## src/ffba_pkg.sv

```systemverilog
// ----------------------------------------------------------------------------
// ffba_pkg
// Shared types, widths and codes of the first-fit block allocator.
// ----------------------------------------------------------------------------
package ffba_pkg;

	localparam int ADDR_BITS      = 24;
	localparam int OWNER_BITS     = 8;
	localparam int SZ_W           = ADDR_BITS + 1;
	localparam int CFG_LIMIT_W    = 5;
	localparam int LIVE_W         = 5;
	localparam int CFG_IDX_W      = 2;
	localparam int MAX_BLOCKS_DEF = 16;

	localparam logic [SZ_W-1:0] SPACE_CAP = {1'b1, {ADDR_BITS{1'b0}}};

	localparam logic [SZ_W-1:0]        TOTAL_MEMORY_RST  = SZ_W'(16384);
	localparam logic [SZ_W-1:0]        PROCESS_SIZE_RST  = SZ_W'(4096);
	localparam logic [CFG_LIMIT_W-1:0] PROCESS_LIMIT_RST = CFG_LIMIT_W'(4);

	// register indexes on the configuration port
	localparam logic [CFG_IDX_W-1:0] REG_TOTAL_MEMORY  = CFG_IDX_W'(0);
	localparam logic [CFG_IDX_W-1:0] REG_PROCESS_SIZE  = CFG_IDX_W'(1);
	localparam logic [CFG_IDX_W-1:0] REG_PROCESS_LIMIT = CFG_IDX_W'(2);

	typedef enum logic [1:0] {
		OP_ADMIT   = 2'd0,
		OP_ALLOC   = 2'd1,
		OP_RELEASE = 2'd2,
		OP_QUERY   = 2'd3
	} op_t;

	typedef enum logic [1:0] {
		ALU_FIT  = 2'd0,
		ALU_ADD  = 2'd1,
		ALU_REL  = 2'd2,
		ALU_FREE = 2'd3
	} alu_op_t;

	typedef struct packed {
		logic [OWNER_BITS-1:0] owner;
		logic [SZ_W-1:0]       hi;
		logic [ADDR_BITS-1:0]  lo;
	} ent_t;

	typedef struct packed {
		alu_op_t         op;
		logic [SZ_W-1:0] a;
		logic [SZ_W-1:0] b;
		logic [SZ_W-1:0] c;
		logic [SZ_W-1:0] lim;
	} alu_in_t;

	typedef struct packed {
		logic [SZ_W-1:0] res;
		logic            fit_gap;
		logic            fit_lim;
		logic [SZ_W-1:0] free;
	} alu_out_t;

	typedef struct packed {
		logic [SZ_W-1:0]        psize;
		logic [CFG_LIMIT_W-1:0] plimit;
		logic [SZ_W-1:0]        lim;
	} cfg_view_t;

	// first member lands in the top bits, so success sits at bit 0
	typedef struct packed {
		logic [SZ_W-1:0]      free_space;
		logic [LIVE_W-1:0]    live_blocks;
		logic                 owner_present;
		logic [ADDR_BITS-1:0] start_address;
		logic                 success;
	} res_t;

	localparam int IN_TDATA_W  = ((OWNER_BITS + SZ_W + 7) / 8) * 8;
	localparam int OUT_TDATA_W = (($bits(res_t) + 7) / 8) * 8;

endpackage

```

## src/ffba_table.sv

```systemverilog
// ----------------------------------------------------------------------------
// ffba_table
// Block table memory: one write port, one read port with registered data.
// ----------------------------------------------------------------------------
module ffba_table
	import ffba_pkg::*;
#(
	parameter int MAX_BLOCKS = MAX_BLOCKS_DEF,
	localparam int IDX_W = $clog2(MAX_BLOCKS)
) (
	input  logic             clk,
	input  logic             wr_en,
	input  logic [IDX_W-1:0] wr_addr,
	input  ent_t             wr_data,
	input  logic [IDX_W-1:0] rd_addr,
	output ent_t             rd_data
);

	ent_t mem_q [MAX_BLOCKS];
	ent_t rd_q;

	always_ff @(posedge clk) begin
		if (wr_en) begin
			mem_q[wr_addr] <= wr_data;
		end
		rd_q <= mem_q[rd_addr];
	end

	assign rd_data = rd_q;

endmodule

```

## src/ffba_alu.sv

```systemverilog
// ----------------------------------------------------------------------------
// ffba_alu
// Shared adder and comparator: gap fit test, used-byte update, free space.
// ----------------------------------------------------------------------------
module ffba_alu
	import ffba_pkg::*;
(
	input  alu_in_t  req,
	output alu_out_t rsp
);

	localparam int W = SZ_W + 2;

	logic [W-1:0] p;
	logic [W-1:0] q;
	logic [W-1:0] r;
	logic [W-1:0] s;
	logic         cin;

	always_comb begin
		p   = W'(req.a);
		q   = W'(req.b);
		r   = '0;
		cin = 1'b0;
		case (req.op)
			ALU_FIT, ALU_ADD: ;
			ALU_REL: begin
				// used - hi + lo
				q   = ~W'(req.b);
				r   = W'(req.c);
				cin = 1'b1;
			end
			ALU_FREE: begin
				p   = W'(req.lim);
				q   = ~W'(req.a);
				cin = 1'b1;
			end
			default: ;
		endcase
		s = p + q + r + W'(cin);

		rsp.res     = s[SZ_W-1:0];
		rsp.fit_gap = (s <= W'(req.c));
		rsp.fit_lim = (s <= W'(req.lim));
		// clamp at zero when the space has shrunk below the used bytes
		rsp.free    = s[W-1] ? '0 : s[SZ_W-1:0];
	end

endmodule

```

## src/ffba_seq.sv

```systemverilog
// ----------------------------------------------------------------------------
// ffba_seq
// Request sequencer: walks the table one entry at a time through the shared
// unit, shifts entries up to insert and packs them down to release.
// ----------------------------------------------------------------------------
module ffba_seq
	import ffba_pkg::*;
#(
	parameter int MAX_BLOCKS = MAX_BLOCKS_DEF
) (
	input  logic                  clk,
	input  logic                  arst_n,
	input  logic                  in_valid,
	output logic                  in_ready,
	input  op_t                   in_op,
	input  logic [OWNER_BITS-1:0] in_owner,
	input  logic [SZ_W-1:0]       in_size,
	input  cfg_view_t             cfg,
	output logic                  res_valid,
	input  logic                  res_ready,
	output res_t                  res
);

	localparam int IDX_W = $clog2(MAX_BLOCKS);
	localparam int CNT_W = $clog2(MAX_BLOCKS + 1);

	typedef enum logic [9:0] {
		S_IDLE    = 10'b00_0000_0001,
		S_SCAN_RD = 10'b00_0000_0010,
		S_SCAN_EV = 10'b00_0000_0100,
		S_DECIDE  = 10'b00_0000_1000,
		S_MOVE_RD = 10'b00_0001_0000,
		S_MOVE_WR = 10'b00_0010_0000,
		S_INSERT  = 10'b00_0100_0000,
		S_REL_RD  = 10'b00_1000_0000,
		S_REL_EV  = 10'b01_0000_0000,
		S_DONE    = 10'b10_0000_0000
	} state_t;

	state_t                state_q;
	op_t                   op_q;
	logic [OWNER_BITS-1:0] owner_q;
	logic [SZ_W-1:0]       size_q;
	logic [CNT_W-1:0]      count_q;
	logic [SZ_W-1:0]       used_q;
	logic [CNT_W-1:0]      idx_q;
	logic [CNT_W-1:0]      wr_q;
	logic [CNT_W-1:0]      pos_q;
	logic [SZ_W-1:0]       prev_q;
	logic [SZ_W-1:0]       end_q;
	logic                  found_q;
	logic                  held_q;
	logic                  ok_q;
	logic [ADDR_BITS-1:0]  where_q;
	logic                  present_q;

	logic [CNT_W-1:0] idx_inc;
	logic [CNT_W-1:0] idx_dec;
	logic [CNT_W-1:0] wr_inc;
	logic             owner_hit;
	logic             can_place;
	logic             below_plim;
	logic             place_now;

	ent_t             rd_ent;
	logic [IDX_W-1:0] rd_addr;
	logic             wr_en;
	logic [IDX_W-1:0] wr_addr;
	ent_t             wr_data;
	alu_in_t          alu_i;
	alu_out_t         alu_o;

	ffba_table #(
		.MAX_BLOCKS(MAX_BLOCKS)
	) u_table (
		.clk    (clk),
		.wr_en  (wr_en),
		.wr_addr(wr_addr),
		.wr_data(wr_data),
		.rd_addr(rd_addr),
		.rd_data(rd_ent)
	);

	ffba_alu u_alu (
		.req(alu_i),
		.rsp(alu_o)
	);

	assign idx_inc    = idx_q + CNT_W'(1);
	assign idx_dec    = idx_q - CNT_W'(1);
	assign wr_inc     = wr_q + CNT_W'(1);
	assign owner_hit  = (rd_ent.owner == owner_q);
	assign below_plim = (32'(count_q) < 32'(cfg.plimit));
	assign can_place  = (size_q != '0) && (count_q < CNT_W'(MAX_BLOCKS))
		&& (found_q || alu_o.fit_lim);
	assign place_now  = can_place && ((op_q == OP_ALLOC)
		|| ((op_q == OP_ADMIT) && !held_q && below_plim));

	// table port steering
	always_comb begin
		rd_addr = idx_q[IDX_W-1:0];
		if (state_q == S_MOVE_RD) begin
			rd_addr = idx_dec[IDX_W-1:0];
		end
		wr_en   = 1'b0;
		wr_addr = idx_q[IDX_W-1:0];
		wr_data = rd_ent;
		case (state_q)
			S_MOVE_WR: wr_en = 1'b1;
			S_INSERT: begin
				wr_en         = 1'b1;
				wr_addr       = pos_q[IDX_W-1:0];
				wr_data.lo    = prev_q[ADDR_BITS-1:0];
				wr_data.hi    = end_q;
				wr_data.owner = owner_q;
			end
			S_REL_EV: begin
				// keep entries of other owners, packed down
				wr_en   = !owner_hit;
				wr_addr = wr_q[IDX_W-1:0];
			end
			default: ;
		endcase
	end

	// shared unit operand selection
	always_comb begin
		alu_i.op  = ALU_FIT;
		alu_i.a   = prev_q;
		alu_i.b   = size_q;
		alu_i.c   = SZ_W'(rd_ent.lo);
		alu_i.lim = cfg.lim;
		case (state_q)
			S_INSERT: begin
				alu_i.op = ALU_ADD;
				alu_i.a  = used_q;
			end
			S_REL_EV: begin
				alu_i.op = ALU_REL;
				alu_i.a  = used_q;
				alu_i.b  = rd_ent.hi;
			end
			S_DONE: begin
				alu_i.op = ALU_FREE;
				alu_i.a  = used_q;
			end
			default: ;
		endcase
	end

	always_ff @(posedge clk or negedge arst_n) begin
		if (!arst_n) begin
			state_q <= S_IDLE;
			count_q <= '0;
			used_q  <= '0;
		end else begin
			case (state_q)
				S_IDLE: begin
					if (in_valid) begin
						if (in_op == OP_RELEASE) begin
							state_q <= (count_q == '0) ? S_DONE : S_REL_RD;
						end else begin
							state_q <= (count_q == '0) ? S_DECIDE : S_SCAN_RD;
						end
					end
				end
				S_SCAN_RD: state_q <= S_SCAN_EV;
				S_SCAN_EV: state_q <= (idx_inc == count_q) ? S_DECIDE : S_SCAN_RD;
				S_DECIDE: begin
					if (place_now) begin
						state_q <= found_q ? S_MOVE_RD : S_INSERT;
					end else begin
						state_q <= S_DONE;
					end
				end
				S_MOVE_RD: state_q <= S_MOVE_WR;
				S_MOVE_WR: state_q <= (idx_dec == pos_q) ? S_INSERT : S_MOVE_RD;
				S_INSERT: begin
					state_q <= S_DONE;
					count_q <= count_q + CNT_W'(1);
					used_q  <= alu_o.res;
				end
				S_REL_RD: state_q <= S_REL_EV;
				S_REL_EV: begin
					if (owner_hit) begin
						used_q <= alu_o.res;
					end
					if (idx_inc == count_q) begin
						state_q <= S_DONE;
						count_q <= owner_hit ? wr_q : wr_inc;
					end else begin
						state_q <= S_REL_RD;
					end
				end
				S_DONE: begin
					if (res_ready) begin
						state_q <= S_IDLE;
					end
				end
				default: state_q <= S_IDLE;
			endcase
		end
	end

	always_ff @(posedge clk) begin
		case (state_q)
			S_IDLE: begin
				op_q      <= in_op;
				owner_q   <= in_owner;
				size_q    <= (in_op == OP_ADMIT) ? cfg.psize : in_size;
				idx_q     <= '0;
				wr_q      <= '0;
				prev_q    <= '0;
				found_q   <= 1'b0;
				held_q    <= 1'b0;
				ok_q      <= 1'b0;
				where_q   <= '0;
				present_q <= 1'b0;
			end
			S_SCAN_EV: begin
				if (owner_hit) begin
					held_q <= 1'b1;
				end
				// first gap wins; later entries only feed the owner check
				if (!found_q) begin
					if (alu_o.fit_gap && alu_o.fit_lim) begin
						found_q <= 1'b1;
						pos_q   <= idx_q;
					end else begin
						prev_q <= rd_ent.hi;
					end
				end
				idx_q <= idx_inc;
			end
			S_DECIDE: begin
				end_q <= alu_o.res;
				if (place_now) begin
					ok_q      <= 1'b1;
					present_q <= 1'b1;
					where_q   <= prev_q[ADDR_BITS-1:0];
					idx_q     <= count_q;
					if (!found_q) begin
						pos_q <= count_q;
					end
				end else begin
					// an admit by an owner that already holds a block succeeds
					present_q <= held_q;
					ok_q      <= (op_q == OP_ADMIT) && held_q;
				end
			end
			S_MOVE_WR: idx_q <= idx_dec;
			S_REL_EV: begin
				if (!owner_hit) begin
					wr_q <= wr_inc;
				end
				idx_q <= idx_inc;
			end
			default: ;
		endcase
	end

	assign in_ready  = (state_q == S_IDLE);
	assign res_valid = (state_q == S_DONE);

	always_comb begin
		res.success       = ok_q;
		res.start_address = where_q;
		res.owner_present = present_q;
		res.live_blocks   = LIVE_W'(count_q);
		res.free_space    = alu_o.free;
	end

endmodule

```

## src/first_fit_block_allocator.sv

```systemverilog
// ----------------------------------------------------------------------------
// first_fit_block_allocator
// Owner-tagged address range allocator with a first-fit placement scan.
// ----------------------------------------------------------------------------
// Requests arrive on the s_axis channel: tuser carries the operation (admit,
// allocate, release, query), tdata the owner id and the requested size. Each
// request gives one result beat on m_axis with success, start address, owner
// presence, live block count and free space.
// The cfg channel writes total_memory, process_size and process_limit; it is
// always ready and is meant to be used while no request is in flight.
// An admit, allocation or query scans all live blocks; one that places a block
// moves the entries above its position up one by one before it inserts. The
// table has a single read port with registered data, so every entry visited
// passes through a read state and an evaluate state; release walks them alike.
// A new request is taken in the cycle after the result has moved to the
// output register, so it overlaps a result that still waits.
// Reset empties the table at once (the live count is cleared, no sweep) and
// loads the register defaults. A stalled receiver holds the output beat and,
// once a second result is finished, holds the sequencer until it drains.
// ----------------------------------------------------------------------------
module first_fit_block_allocator
	import ffba_pkg::*;
#(
	parameter int MAX_BLOCKS = MAX_BLOCKS_DEF
) (
	input  logic                   clk,
	input  logic                   arst_n,
	input  logic                   s_axis_tvalid,
	output logic                   s_axis_tready,
	// owner_id, request_size
	input  logic [IN_TDATA_W-1:0]  s_axis_tdata,
	// operation
	input  logic [1:0]             s_axis_tuser,
	output logic                   m_axis_tvalid,
	input  logic                   m_axis_tready,
	// success, start_address, owner_present, live_blocks, free_space
	output logic [OUT_TDATA_W-1:0] m_axis_tdata,
	input  logic                   cfg_valid,
	output logic                   cfg_ready,
	input  logic [CFG_IDX_W-1:0]   cfg_index,
	input  logic [SZ_W-1:0]        cfg_data
);

	logic [SZ_W-1:0]        total_q;
	logic [SZ_W-1:0]        psize_q;
	logic [CFG_LIMIT_W-1:0] plimit_q;
	logic                   out_valid_q;
	res_t                   out_q;

	cfg_view_t cfg_view;
	logic      res_valid;
	logic      res_ready;
	res_t      res;

	assign cfg_ready = 1'b1;

	always_ff @(posedge clk or negedge arst_n) begin
		if (!arst_n) begin
			total_q  <= TOTAL_MEMORY_RST;
			psize_q  <= PROCESS_SIZE_RST;
			plimit_q <= PROCESS_LIMIT_RST;
		end else if (cfg_valid) begin
			case (cfg_index)
				REG_TOTAL_MEMORY:  total_q  <= cfg_data;
				REG_PROCESS_SIZE:  psize_q  <= cfg_data;
				REG_PROCESS_LIMIT: plimit_q <= cfg_data[CFG_LIMIT_W-1:0];
				default: ;
			endcase
		end
	end

	always_comb begin
		cfg_view.psize  = psize_q;
		cfg_view.plimit = plimit_q;
		// clamp the managed space to the address range
		cfg_view.lim    = (total_q > SPACE_CAP) ? SPACE_CAP : total_q;
	end

	ffba_seq #(
		.MAX_BLOCKS(MAX_BLOCKS)
	) u_seq (
		.clk      (clk),
		.arst_n   (arst_n),
		.in_valid (s_axis_tvalid),
		.in_ready (s_axis_tready),
		.in_op    (op_t'(s_axis_tuser)),
		.in_owner (s_axis_tdata[OWNER_BITS-1:0]),
		.in_size  (s_axis_tdata[OWNER_BITS +: SZ_W]),
		.cfg      (cfg_view),
		.res_valid(res_valid),
		.res_ready(res_ready),
		.res      (res)
	);

	assign res_ready = !out_valid_q || m_axis_tready;

	always_ff @(posedge clk or negedge arst_n) begin
		if (!arst_n) begin
			out_valid_q <= 1'b0;
		end else if (res_valid && res_ready) begin
			out_valid_q <= 1'b1;
		end else if (m_axis_tready) begin
			out_valid_q <= 1'b0;
		end
	end

	always_ff @(posedge clk) begin
		if (res_valid && res_ready) begin
			out_q <= res;
		end
	end

	assign m_axis_tvalid = out_valid_q;
	assign m_axis_tdata  = OUT_TDATA_W'(out_q);

endmodule

```

## config.mk

```make
export PLATFORM = sky130hd
export DESIGN_NAME = first_fit_block_allocator
export DESIGN_NICKNAME = d
export VERILOG_FILES = /design/src/ffba_pkg.sv /design/src/ffba_table.sv /design/src/ffba_alu.sv /design/src/ffba_seq.sv /design/src/first_fit_block_allocator.sv
export SDC_FILE = /design/constraint.sdc
export NUM_CORES = 2
export LEC_CHECK = 0
export BUFFER_PORTS_ARGS = -buffer_cell sky130_fd_sc_hd__buf_2
export CORE_MARGIN = 2
export CORE_UTILIZATION = 55
export CTS_BUF_LIST = sky130_fd_sc_hd__clkbuf_4 sky130_fd_sc_hd__clkbuf_8
export CTS_CLUSTER_DIAMETER = 120
export DETAILED_ROUTE_END_ITERATION = 6
export HOLD_SLACK_MARGIN = 0.1
export PLACE_DENSITY = 0.72
export SLEW_MARGIN = 15
export SYNTH_ARGS = -nofsm -noshare
export SYNTH_HDL_FRONTEND = slang
export SYNTH_SLANG_ARGS = --single-unit
export TNS_END_PERCENT = 10
```

## constraint.sdc

```tcl
create_clock -name clk -period 9.9 [get_ports clk]
set_input_delay 1.98 -clock clk [delete_from_list [all_inputs] [get_ports clk]]
set_output_delay 1.98 -clock clk [all_outputs]
set_load 0.005 [all_outputs]
```

==> summary.md <==
| Metric | Value |
|---|---|
| Horiz. Die Dim | 311 µm |
| CORE AREA | 0.0935 mm² |
| Fmax achieved | 114 MHz |
| Ys flop type | edfxtp_1 |
| Worst path required time | 10.48 ns |
| Sink Count | 1249 |
| Total power | 20.1 mW |
| GRT overflow | 0 |
| Maximum clock path buffer count | 3 |
| Worst hold endpoint | m_axis_tdata[14] |
| Crit-path most repeated cell | a211oi_1 |
| Met1 Usage GRT | 39.3% |
| Post-CTS Setup Inserts | 0 |
| Net Switching | 7.83 mW |
| Clock power share | 22.0% |
| Final number of hold-violating endpoints | 0 |
| Mapped Nets | 3784 |
| First-pass GRT wire length | 199000 µm |
| Gr usage total | 27.8% |
| P&R area growth vs syn | 12.4% |
| Final Max Slew Viols | 0 |
| Peak supply drop | 0.211 mV |
| Placer Congestion | 0.965 |
| Slew at the pin with the worst max-slew slack | 1.13 ns |
| Initial DRC count | 3487 |
| Final min period | 8.75 ns |
| Crit-path max FO | 24 |
| Count leader, synth | edfxtp_1 |
| Worst EP arrival | 9.33 ns |
| Crit. End Element | flip-flop |
| Vias | 31900 |
| Starting Density | 55.5% |
| TNS Setup | 0 ns |
| HP Class | reg2reg |
| Vias in the first global route | 31400 |
| Power per cell area | 345 mW/mm² |
| Max-Cap Viols | 0 |
| Post-Syn Instances | 3600 |
| Hpwl dp | 79300 µm |
| Logic pwr share | 39.7% |
| Hold path depth | 0 |
| Ranking of synthesized cells by area | edfxtp_1 (63%), nand2_1 (5.0%), mux4_2 (4.9%) |
| CP max stage cell | nor4_1 |
| Post-synth EDFFs | 1096 |
| R2R setup slack | 1.15 ns |
| Drt via density | 6.06 |
| Synth unique cells | 81 |
| Leakage power total | 21.0 nW |
| Worst hold slack | 0.418 ns |
| Drt wl/cell | 25.6 µm |
| Yosys top cell area share | 63.4% |
| Drt drc | 0 |
| Syn_area_per_cell | 14.4 µm² |
| Layout cells sized above 1 | 21.2% |
| Worst-Skew Late Latency | 0.88 ns |
| Critical path's largest stage delay | 0.66 ns |
| Switching Share | 38.9% |
| Slew HR | 24.2% |
| Worst r2r src | u_seq.state_q[8] |
| RSZ-0062 raised after global routing | false |
| Initial antenna violation count | 2 |
| Synth Register Bits | 1249 |
| Routing usage on met3 | 5.47% |
| CTS tree | yes |
| Largest net degree at the start of global routing | 128 |
| Drt first pass iters | 6 |
| Die Ht | 311 µm |
| Kind of critical path | reg2reg |
| Detail Route Antenna Nets | 0 |
| Gr busiest metal | met2 |
| CTS resizes | 0 |
| Number of port buffers | 124 |
| Cell depth of the worst flop-to-flop path | 28 |
| Reg-to-reg endpoint | u_seq.where_q[19] |
| Final setup fails | 0 |
| Clock Pin Slew Worst Setup and Hold Paths | 0.06 ns |
| Crit path launch type | flip-flop |
| Clock Skew | 0.0447 ns |
| Share of power burned in registers | 38.3% |
| Commonest cells in the netlist | edfxtp_1 (1096), nand2_1 (693), nand3_1 (248) |
| Routed wire length | 135000 µm |
| CTS Buf Count | 192 |
| Mapped cell area | 0.0519 mm² |
| Min-delay src | u_seq.where_q[13] |
| Hold-fix buffers at CTS | 0 |
| Top Ports | 133 |
| Row count | 112 |
| Die area | 0.0968 mm² |
| Synth warn | 0 |
| # nets final | 4015 |
| Final worst path period share | 88.4% |
| CTS H-tree depth | 4 |
| M2 GR Usage | 43.9% |
| Root Buffer | clkbuf_8 |
| Area leader, netlist | edfxtp_1 |
| P_int | 12.3 mW |
| Register area share after synthesis | 70.2% |
| Outcome | finished clean |
| Synth async-reset ratio | 7.69% |
worst max-delay path by stage:
| stage | endpoint | startpoint | cells past startpoint | slack [ns] |
|---|---|---|---|---|
| detailed placement | u_seq.where_q[19] | u_seq.state_q[9] | 28 | 1.21 |
| CTS | u_seq.where_q[19] | u_seq.state_q[8] | 28 | 1.20 |
| global placement | u_seq.where_q[12] | u_seq.state_q[9] | 28 | 1.32 |
| floorplan | u_seq.where_q[0] | u_seq.state_q[9] | 29 | 1.97 |
| finish | u_seq.where_q[19] | u_seq.state_q[8] | 28 | 1.15 |
| global route | u_seq.where_q[11] | u_seq.state_q[9] | 27 | 0.73 |
power groups by stage:
stage,clock network [mW],registers [mW],logic [mW]
CTS,4.48,7.69,7.91
global placement,0,7.79,7.76
finish,4.42,7.71,8.00
global route,4.70,7.74,8.72
detailed placement,0,7.79,7.85
floorplan,0,7.45,5.11
registers in the layout, indices dropped and copies added (netlist names), 2 cells and up:
name / flops
m_axis_tdata: 56
plimit_q: 5
u_seq.size_q: 25
total_q: 25
u_seq.count_q: 5
u_seq.wr_q: 5
u_seq.u_table.mem_q: 912
u_seq.owner_q: 8
u_seq.used_q: 25
u_seq.pos_q: 5
u_seq.idx_q: 5
u_seq.where_q: 24
psize_q: 25
u_seq.state_q: 10
u_seq.prev_q: 25
u_seq.end_q: 25
u_seq.u_table.rd_data: 57
u_seq.op_q: 2
metrics by stage:
step	instances	utilization [%]	area [µm²]	setup slack (ns)
after floorplan	3600	-	51900	1.97
after global placement	4891	58.1	54300	1.32
after CTS	5256	62.4	58300	1.20
final	5260	62.4	58300	1.15
after global routing	5258	62.4	58300	0.731
after detailed placement	4891	58.1	54300	1.21
layout make-up:
type	count	area, µm²
fillers	6785	35100
clock buffers	297	3540
clock inverters	68	503
repair buffers	218	1370
well taps	1254	1570
diodes	4	10.0
multi-input cells	2081	14500
inverters	89	334
flip-flops and latches	1249	36500
cells in the final DEF (no fill, tap or decap), types with 57 or more instances in the layout:
master	count
mux4_2	114
buf_4	92
clkbuf_8	210
nand4_1	73
a21oi_1	88
nand3_1	248
edfxtp_1	1096
mux2_2	117
dfxtp_1	57
dfrtp_1	92
a22oi_1	61
buf_2	123
nor2_1	75
o21ai_0	89
clkbuf_4	87
inv_1	86
nand2_1	693
ha_1	85
cells by family (layout without fill, tap and decap cells):
logic type	count (synthesis)	after routing	synth area share (%)
muxes	244	244	7.74
AOI/OAI and AO/OA	394	394	4.77
and+or+nand+nor	1277	1277	11.1
other	1	5	0.00723
DFF	1249	1249	70.2
adders and majority gates	110	110	3.01
xor gates and xnor gates	55	55	0.957
buffers and inverters	270	672	2.17
routing by layer:
| metal | wire length [µm] | vias to the layer above | part of all wire [%] |
|---|---|---|---|
| li1 | - | 14000 | - |
| met1 | 54900 | 16000 | 41 |
| met2 | 63400 | 1692 | 47 |
| met3 | 12900 | 257 | 9.6 |
| met4 | 3650 | 0 | 2.7 |
| met5 | 0 | - | 0 |
worst max-delay path: cells and delay by family, from the launching register on:
family / cells / cell delay [ns]
and+or+nand+nor: 7 / 2.81
xor gates and xnor gates: 1 / 0.38
adders and majority gates: 3 / 0.90
muxes: 1 / 0.36
DFF: 1 / 0.41
buffers and inverters: 4 / 0.92
AOI/OAI and AO/OA: 12 / 2.61
No activity file was read; power rests on OpenSTA's default activity.
